==> config.mk <==
export PLATFORM = sky130hd
export DESIGN_NAME = kst_front
export DESIGN_NICKNAME = d
export VERILOG_FILES = /design/src/rtl/core/assert_macros.svh /design/src/rtl/core/kst_pkg.sv /design/src/rtl/core/kst_front.sv
export SDC_FILE = /design/constraint.sdc
export NUM_CORES = 1
export LEC_CHECK = 0
export BUFFER_PORTS_ARGS = -buffer_cell sky130_fd_sc_hd__buf_2
export CORE_AREA = 2 2 129 131
export DETAILED_ROUTE_END_ITERATION = 6
export DIE_AREA = 0 0 131 133
export SYNTH_ARGS = -nofsm -noshare
export SYNTH_HDL_FRONTEND = slang
export SYNTH_SLANG_ARGS = --single-unit
==> constraint.sdc <==
create_clock -name vclk -period 2
set_input_delay 0.3 -clock vclk [all_inputs]
set_output_delay 0.3 -clock vclk [all_outputs]
set_load 0.02 [all_outputs]
==> src/rtl/core/assert_macros.svh <==
// Assertion helpers shared by the core; all checks are clocked on aclk
// and KST_ASSERT checks are held off while aresetn is low.
`ifndef ASSERT_MACROS_SVH
`define ASSERT_MACROS_SVH
`ifndef SYNTH
`define KST_ASSERT(lbl, prop) \
    lbl: assert property (@(posedge aclk) disable iff (!aresetn) prop) \
        else $error("core assertion failed");
`define KST_ASSERT_ALWAYS(lbl, prop) \
    lbl: assert property (@(posedge aclk) prop) else $error("core assertion failed");
`else
`define KST_ASSERT(lbl, prop)
`define KST_ASSERT_ALWAYS(lbl, prop)
`endif
`endif

==> src/rtl/core/kst_pkg.sv <==
package kst_pkg;
    localparam int DEF_TABLE_ROWS = 64;
    localparam int DEF_TABLE_COLS = 512;
    localparam int QUEUE_DEPTH    = 2;

    // work codes handed from front to back
    typedef enum logic [1:0] {
        OP_WRITE,
        OP_TWO,
        OP_TABLE,
        OP_KRON
    } op_t;

    // configuration register indexes
    localparam logic [0:0] CFG_ROWS = 1'b0;
    localparam logic [0:0] CFG_COLS = 1'b1;

    // symbol codes
    localparam logic [1:0] SYM_ZERO = 2'b00;
    localparam logic [1:0] SYM_POS  = 2'b01;
    localparam logic [1:0] SYM_NEG  = 2'b11;

    function automatic int addr_bits(input int depth);
        return (depth > 1) ? $clog2(depth) : 1;
    endfunction
endpackage

==> src/rtl/core/kst_front.sv <==
module kst_front import kst_pkg::*; #(
    parameter int TABLE_ROWS = DEF_TABLE_ROWS,
    parameter int TABLE_COLS = DEF_TABLE_COLS,
    parameter int AW = addr_bits(TABLE_ROWS * TABLE_COLS)
) (
    input  logic          s_valid,
    output logic          s_ready,
    input  logic          s_kind,
    input  logic [5:0]    s_row_index,
    input  logic [8:0]    s_col_index,
    input  logic          s_residue_bit,
    input  logic [63:0]   s_numerator,
    input  logic [62:0]   s_odd_prime,
    input  logic [31:0]   s_prime_position,
    input  logic [6:0]    rows_in_use,
    input  logic          q_not_full,
    output logic          q_push,
    output op_t           q_op,
    output logic          q_bit,
    output logic [63:0]   q_d,
    output logic [62:0]   q_p,
    output logic [AW-1:0] q_idx
);
    logic        in_rows;
    logic        is_two;
    logic        two_pos;
    logic        tbl_ok;
    logic        wr_ok;
    logic [31:0] waddr;
    logic [31:0] trow;

    // classify the request
    always_comb begin
        in_rows = (s_prime_position != 32'd0) && (s_prime_position < {25'd0, rows_in_use});
        is_two  = (s_odd_prime == 63'd2) && s_numerator[0];
        two_pos = (s_numerator[2:0] == 3'd1) || (s_numerator[2:0] == 3'd7);
        tbl_ok  = (s_prime_position <= 32'(TABLE_ROWS)) && (s_odd_prime != 63'd0);
        wr_ok   = ({26'd0, s_row_index} < 32'(TABLE_ROWS))
               && ({23'd0, s_col_index} < 32'(TABLE_COLS));
        waddr   = {26'd0, s_row_index} * 32'(TABLE_COLS) + {23'd0, s_col_index};
        trow    = s_prime_position - 32'd1;
        if (!s_kind) begin
            q_op = OP_WRITE;
        end else if (!in_rows) begin
            q_op = OP_KRON;
        end else if (is_two) begin
            q_op = OP_TWO;
        end else if (!tbl_ok) begin
            q_op = OP_KRON;
        end else begin
            q_op = OP_TABLE;
        end
    end

    // drop out-of-range table writes, queue the rest
    assign s_ready = q_not_full;
    assign q_push  = s_valid && q_not_full && (s_kind || wr_ok);
    assign q_bit   = s_kind ? two_pos : s_residue_bit;
    assign q_d     = s_numerator;
    assign q_p     = s_odd_prime;
    assign q_idx   = s_kind ? trow[AW-1:0] : waddr[AW-1:0];
endmodule

==> impl_results.md <==
* Status: complete, but fails checks
* Failing checks: negative setup slack
* Largest stage delay on the critical path at 0.53 ns
* Vias per inst at 3.56
* Fin cells at 597
* Register area at 0 um^2
* Mapped cell area at 1830 um^2
* Ranking of synthesized cells by area: buf_4, nor4_1, ha_1
* Setup repair after global routing missed its margin: true
* CTS Hold Buffers Added at 0
* Max cap viols at 0
* Fmax at 455 MHz
* Crit path DAT at 1.90 ns
* Syn Area/Cell at 7.09 um^2
* Total Die Area at 17400 um^2
* Die height at 133 um
* Core ar. at 16200 um^2
* Required @ worst endpoint at 1.70 ns
* Mapped Cells at 258
* DIE WIDTH at 131 um
* HPWL after detailed placement at 7.54 mm
* Top cell by count, worst path: buf_6
* Seq_cells at 0
* Final setup margin at -0.200 ns
* GRT Util Overall at 8.55%
* Worst slew pin tran at 0.345 ns
* Final hold violation count at 0
* First-pass GRT wire length at 11.2 mm
* Final-layout fill cell count at 1818
* Pin count of the biggest net entering global routing at 22
* Vias in the first global route at 2003
* N_diodes at 0
* Gr ovfl total at 0
* # IOs at 332
* Hold_ws at 0.600 ns
* Period utilization at 110%
* Setup crit end: q_idx[14]
* CP Cell Sequence: buf_6 -> or4_4 -> or3_4 -> buf_6 -> nor2_4 -> xnor2_1 -> a21oi_1 -> buf_4
* Setup WS pre-CTS at -0.372 ns
* Nets at 572
* TritonRoute pass-1 iters at 4
* Placer Congestion at 0.774
* CP Capture Type: output pin
* Final setup viols at 3
* Netlist cell types at 38
* Synth cell count leaders: buf_4, nor4_1, nor2_1, a21oi_1
* Yosys top cell by area: buf_4
* Placement Cell Area at 2450 um^2
* Multi-input logic area at 992 um^2
* Pwr/cell area at 219 nW/um^2
* Minimum clock period at 2.20 ns
* Synth top area share at 52.6%
* Cell leakage power at 1.43 nW
* Hold WC Path Type: in2out
* Total power at 0.607 mW
* Slew Limit Fails at 0
* Most frequent cell after synthesis: buf_4
* Final WL at 8.43 mm
* Cell Rows at 47
* PortBufs at 210
* DR iter-0 viols at 33
* Setup CP Type: in2out
* Sequential fraction of the synthesis area at 0%
* Design Area, Final at 2780 um^2
* Initial core utilization at 11.3%
* Placed cell count at 593
* Final ANT Viol Nets at 0
* Rel. slew slack at 77.0%
* Antenna violations before repair at 1
* IR Drop Worst-Case VDD at 74.2 uV
* Via Count at 2127
* Critical Path Fanout Max at 2
* Warnings, synthesis at 0
* Routed wire length per instance at 14.1 um
* DRC at 0
* Startpoint types: input pin
* P&R area growth vs syn at 51.8%
* Synthesized Nets at 451
* CLK BUF at 0
* CP max-delay cell: or4_4
* Crit path from: s_prime_position[9]
* Layout cell share with drive strength beyond 1 at 73.5%
cell type report:
cell class	instances	area share (%)
repair buffers	250	53.0
multi-input cells	117	35.8
well taps	220	9.92
inverters	10	1.35
worst min-delay path by stage:
| stage | end | cells past startpoint | start |
|---|---|---|---|
| after floorplan | q_d[0] | 1 | s_numerator[0] |
| after global placement | q_d[34] | 0 | s_numerator[34] |
| after detailed placement | q_d[34] | 0 | s_numerator[34] |
| after CTS | q_d[34] | 0 | s_numerator[34] |
| after global routing | q_d[63] | 0 | s_numerator[63] |
| final | q_d[57] | 0 | s_numerator[57] |
critical path, delay by kind of cell:
family	cells	cell delay [ns]
xor gates and xnor gates	1	0.08
AOI/OAI and AO/OA	1	0.14
buffers and inverters	3	0.39
and+or+nand+nor	3	1.00
logic make-up after synthesis:
group,after synthesis,share of synthesized area [%]
buffers and inverters,141,56.2
AND/OR/NAND/NOR,71,23.4
AO/OA/AOI/OAI,23,7.53
XOR/XNOR,13,6.23
adder cells (fa/ha/maj),8,5.48
multiplexers,2,1.16
per-stage QoR:
step                      utilization (%)  TNS [ns]
after floorplan                         -         0
after global placement               15.1     -1.02
after detailed placement             15.1     -1.06
after CTS                            16.0    -0.611
after global routing                 17.2    -0.846
final                                17.2    -0.539
metal layers:
| layer | vias up | wire length, um | global-route usage, % |
|---|---|---|---|
| li1 | 989 | - | - |
| met1 | 921 | 2970 | 8.08 |
| met2 | 181 | 4350 | 17.5 |
| met3 | 34 | 859 | 2.30 |
| met4 | 2 | 246 | 2.25 |
| met5 | - | 12 | 0 |
power breakdown:
group | internal [mW] | leakage, nW | switching (mW)
clock | 0 | 0 | 0
combinational | 0.274 | 1.43 | 0.333
sequential | 0 | 0 | 0
repair_timing:
| action | in CTS | in global routing |
|---|---|---|
| setup endpoints to repair | 7 | 10 |
| buffers inserted | 3 | 1 |
| gates resized for setup | 23 | 36 |
| hold endpoints to repair | 0 | 0 |
| pin swaps | 6 | 10 |
placed cells by master (no fill, tap or decap), drive strengths merged:
cell type,n
nor2,18
a2111oi,1
or3,1
o21a,2
or4,2
a31oi,1
inv,10
mux2i,1
nand2b,1
o21ai,3
nor2b,2
xnor2,10
nor4,22
buf,250
nand2,6
nor3,5
nand3b,3
ha,8
nor3b,2
a21oi,14
a211o,1
mux2,1
nand4,5
nand3,3
a221o,1
xor2,3
and2,1
Power figures use the tool's default switching activity.
