<file path="src/rtl/core/assert_macros.svh">
// Assertion helpers shared by the core; all checks are clocked on aclk
// and KST_ASSERT checks are held off while aresetn is low.
`ifndef ASSERT_MACROS_SVH
`define ASSERT_MACROS_SVH
`ifndef SYNTH
`define KST_ASSERT(lbl, prop) \
    lbl: assert property (@(posedge aclk) disable iff (!aresetn) prop) \
        else $error("core assertion failed");
`define KST_ASSERT_ALWAYS(lbl, prop) \
    lbl: assert property (@(posedge aclk) prop) else $error("core assertion failed");
`else
`define KST_ASSERT(lbl, prop)
`define KST_ASSERT_ALWAYS(lbl, prop)
`endif
`endif

</file>
<file path="src/rtl/core/kst_pkg.sv">
package kst_pkg;
    localparam int DEF_TABLE_ROWS = 64;
    localparam int DEF_TABLE_COLS = 512;
    localparam int QUEUE_DEPTH    = 2;

    // work codes handed from front to back
    typedef enum logic [1:0] {
        OP_WRITE,
        OP_TWO,
        OP_TABLE,
        OP_KRON
    } op_t;

    // configuration register indexes
    localparam logic [0:0] CFG_ROWS = 1'b0;
    localparam logic [0:0] CFG_COLS = 1'b1;

    // symbol codes
    localparam logic [1:0] SYM_ZERO = 2'b00;
    localparam logic [1:0] SYM_POS  = 2'b01;
    localparam logic [1:0] SYM_NEG  = 2'b11;

    function automatic int addr_bits(input int depth);
        return (depth > 1) ? $clog2(depth) : 1;
    endfunction
endpackage

</file>
<file path="src/rtl/core/kst_queue.sv">
module kst_queue import kst_pkg::*; #(
    parameter int WIDTH = 8
) (
    input  logic             aclk,
    input  logic             aresetn,
    input  logic             push,
    input  logic [WIDTH-1:0] push_data,
    output logic             not_full,
    input  logic             pop,
    output logic             not_empty,
    output logic [WIDTH-1:0] pop_data
);
    localparam int PW = addr_bits(QUEUE_DEPTH);
    localparam int CW = $clog2(QUEUE_DEPTH + 1);

    logic [WIDTH-1:0] slot_reg [QUEUE_DEPTH];
    logic [PW-1:0]    wptr_reg;
    logic [PW-1:0]    rptr_reg;
    logic [CW-1:0]    count_reg;

    assign not_full  = (count_reg != CW'(QUEUE_DEPTH));
    assign not_empty = (count_reg != '0);
    assign pop_data  = slot_reg[rptr_reg];

    // store entries and advance pointers
    always_ff @(posedge aclk) begin
        if (!aresetn) begin
            wptr_reg  <= '0;
            rptr_reg  <= '0;
            count_reg <= '0;
        end else begin
            if (push) begin
                slot_reg[wptr_reg] <= push_data;
                wptr_reg <= (wptr_reg == PW'(QUEUE_DEPTH - 1)) ? '0 : wptr_reg + 1'b1;
            end
            if (pop) begin
                rptr_reg <= (rptr_reg == PW'(QUEUE_DEPTH - 1)) ? '0 : rptr_reg + 1'b1;
            end
            if (push && !pop) begin
                count_reg <= count_reg + 1'b1;
            end else if (pop && !push) begin
                count_reg <= count_reg - 1'b1;
            end
        end
    end
endmodule

</file>
<file path="config.mk">
export PLATFORM = sky130hd
export DESIGN_NAME = kst_queue
export DESIGN_NICKNAME = d
export VERILOG_FILES = /design/src/rtl/core/assert_macros.svh /design/src/rtl/core/kst_pkg.sv /design/src/rtl/core/kst_queue.sv
export SDC_FILE = /design/constraint.sdc
export NUM_CORES = 1
export LEC_CHECK = 0
export ABC_AREA = 1
export BUFFER_PORTS_ARGS = -buffer_cell sky130_fd_sc_hd__clkbuf_2
export CELL_PAD_IN_SITES_DETAIL_PLACEMENT = 0
export CELL_PAD_IN_SITES_GLOBAL_PLACEMENT = 1
export CORE_MARGIN = 2
export CORE_UTILIZATION = 30
export DETAILED_ROUTE_END_ITERATION = 6
export PLACE_DENSITY_LB_ADDON = 0.1
export RECOVER_POWER = 100
export SLEW_MARGIN = 0
export SYNTH_ARGS = -nofsm -noshare
export SYNTH_HDL_FRONTEND = slang
export SYNTH_SLANG_ARGS = --single-unit
</file>
<file path="constraint.sdc">
create_clock -name aclk -period 1.6 [get_ports aclk]
set_clock_uncertainty 0.1 [all_clocks]
set_input_delay 0.32 -clock aclk [delete_from_list [all_inputs] [get_ports aclk]]
set_output_delay 0.32 -clock aclk [all_outputs]
set_load 0.02 [all_outputs]
</file>
==> impl_metrics.tcl <==
set metrics [dict create \
    fin_crit_ns 1.64 \
    slew_violations 0 \
    placed_area_sq_um 970 \
    ant_nets 0 \
    fmax_mhz 611 \
    fillers 253 \
    cts_sinks 21 \
    cap_violations 0 \
    clockRootBuffer "clkbuf_4" \
    finalHoldViolCount 0 \
    finalInstanceArea_sq_mm 0.00108 \
    worst_path_max_delay_cell "dfxtp_4" \
    crit_family "flip-flops" \
    cts_buffers 3 \
    timing.final.crit_share 1.02 \
    multiInputGateArea_sq_um 220 \
    tightest_slew_ns 0.493 \
    htreeDepth 1 \
    dieWidth_um 56.1 \
    fin_ws_ns -0.0363 \
    worstSkewPairLatency_ns 0.29 \
    rsz0062_at_grt "true" \
    syn_inst 59 \
    grt_pass1_vias 502 \
    final_nets 100 \
    slew_headroom 0.671 \
    io_pins 22 \
    critPathRequiredTime_ns 1.18 \
    routedWlPerCell_um 11.9 \
    finalSetupViolCount 8 \
    vias 509 \
    initialDrtViolationCount 9 \
    crit_fanout 8 \
    postCtsSetupBuffers 0 \
    drt-pass1-iter-count 4 \
    grt_overflow 0 \
    io_buffers 21 \
    syn2layout_area_growth_pct 33.0 \
    rows 18 \
    layout_commonest_cell "edfxtp_1" \
    startpoint_type "flop" \
    tritoncts "built" \
    ctsHoldBuffers 0 \
    ys_seq_area_frac 0.712 \
    die_y_um 56.1 \
    core_area_sq_mm 0.00252 \
    violations "setup timing" \
    syn-num-nets 72 \
    ys_ff_latch 21 \
    wl_mm 1.38 \
    grt_first_pass_wirelength_mm 2.20 \
    initial_core_util 0.323 \
    hold_path.class "in2reg" \
    drive_above_1_share 0.279 \
    dieArea_sq_mm 0.00315 \
    grt_max_degree 12 \
    drc_errors 0 \
    clk_pin_slew_worst_paths_ns 0.11 \
    grtUsageTotal 0.0942 \
    powerDensity_mw_per_mm2 986 \
    syn_area_sq_um 816 \
    cp.arrival_ns 1.22 \
    crit_type "reg2out" \
    syn-mean-instance-area_sq_um 13.8 \
    largest_register_ffs 16 \
    cp_slowest_stage_delay_ns 0.46 \
    yosysWarnings 0 \
    crit_chain "mux2_4 -> buf_8" \
    synth_top_area_cell "edfxtp_1" \
    status "finished with violations" \
    synth.distinct_cells 16 \
    finalPower_w 0.00107 \
    viasPerCell 4.39 \
    synthTopCellsByArea "edfxtp_1 59%, dfxtp_1 12%, mux2_2 11%, inv_1 3.7%, nand2_1 3.2%" \
    ir_drop_v 0.000667 \
    clk_path_buf_depth 2 \
    p_leak_nw 0.433 \
    register_area_sq_um 584 \
    cp-end-kind "primary output" \
    dp.final_hpwl_mm 1.05 \
    hold_slack_ns 0.116 \
    synth.top_cell.area_share 0.589 \
    diodes 0 \
    antenna_found_initial 0 \
    final_cell_mix "16 x edfxtp_1, 15 x clkbuf_1, 8 x mux2_4, 8 x inv_1, 8 x buf_8" \
    gp_congestion 0.693 \
    worst-path-buf-inv 1 \
]
## final timing paths
kind         depth (start not counted)    startpoint        endpoint  slack, ns
max reg2reg                          4      wptr_reg  slot_reg[0][4]       0.21
min reg2reg                          2      wptr_reg        wptr_reg       0.38
max                                  2          flop     pop_data[6]      -0.04
min                                  1  push_data[5]  slot_reg[1][5]       0.12
## where the power goes
| group | leakage [nW] | switching [W] | internal, W |
|---|---|---|---|
| Clock | 0.0150 | 0.000144 | 0.0000969 |
| Sequential | 0.189 | 0.0000223 | 0.000615 |
| Combinational | 0.229 | 0.0000922 | 0.0000997 |
## Yosys cell counts
| cell type | instances |
|---|---|
| nand4_1 | 1 |
| nand3_1 | 1 |
| ha_1 | 1 |
| inv_2 | 1 |
| inv_1 | 8 |
| nand2_1 | 7 |
| dfxtp_1 | 5 |
| xnor2_1 | 1 |
| o21ai_0 | 1 |
| nand2_2 | 1 |
| nor2_1 | 4 |
| a21oi_1 | 2 |
| edfxtp_1 | 16 |
| mux2_2 | 8 |
| buf_6 | 1 |
| nor3_1 | 1 |
## cell families after synthesis
logic type | count (synthesis) | share of synthesized area
AO/OA/AOI/OAI | 3 | 0.0184
XOR/XNOR | 1 | 0.0107
adder cells (fa/ha/maj) | 1 | 0.0153
buffers and inverters | 10 | 0.0552
flip-flops | 21 | 0.712
multiplexers | 8 | 0.110
AND/OR/NAND/NOR | 15 | 0.0782
## worst register-to-register path: cells and delay by family (launching register included)
family,cells,cell delay (ns)
buffers and inverters,2,0.47
DFF,1,0.33
and+or+nand+nor,2,0.14
## layout make-up
class | instances | share of cell area
well taps | 30 | 0.0346
clock buffers | 4 | 0.0242
flip-flops and latches | 21 | 0.539
repair buffers | 24 | 0.168
inverters | 9 | 0.0311
multi-input cells | 28 | 0.203
## what timing repair did
item	in CTS	in global routing
endpoints found under the setup margin	8	8
pin swaps	0	0
endpoints found under the hold margin	0	0
resized for setup	26	8
## stage by stage
stage,setup slack (ns),setup TNS (ns),utilization,cells
2_1_floorplan,0.117,0,-,59
3_3_place_gp,0.0919,0,0.384,112
3_5_place_dp,0.0980,0,0.384,112
4_1_cts,-0.0617,-0.474,0.436,116
5_1_grt,-0.0948,-0.721,0.430,116
6_report,-0.0363,-0.273,0.430,116
## per-layer routing
layer,vias up,GRT usage,part of all wire
met5,-,0,0
met4,0,0.0204,0.0087
met3,2,0.0419,0.062
li1,254,-,-
met1,238,0.114,0.46
met2,15,0.155,0.46
Power figures use the tool's default switching activity.
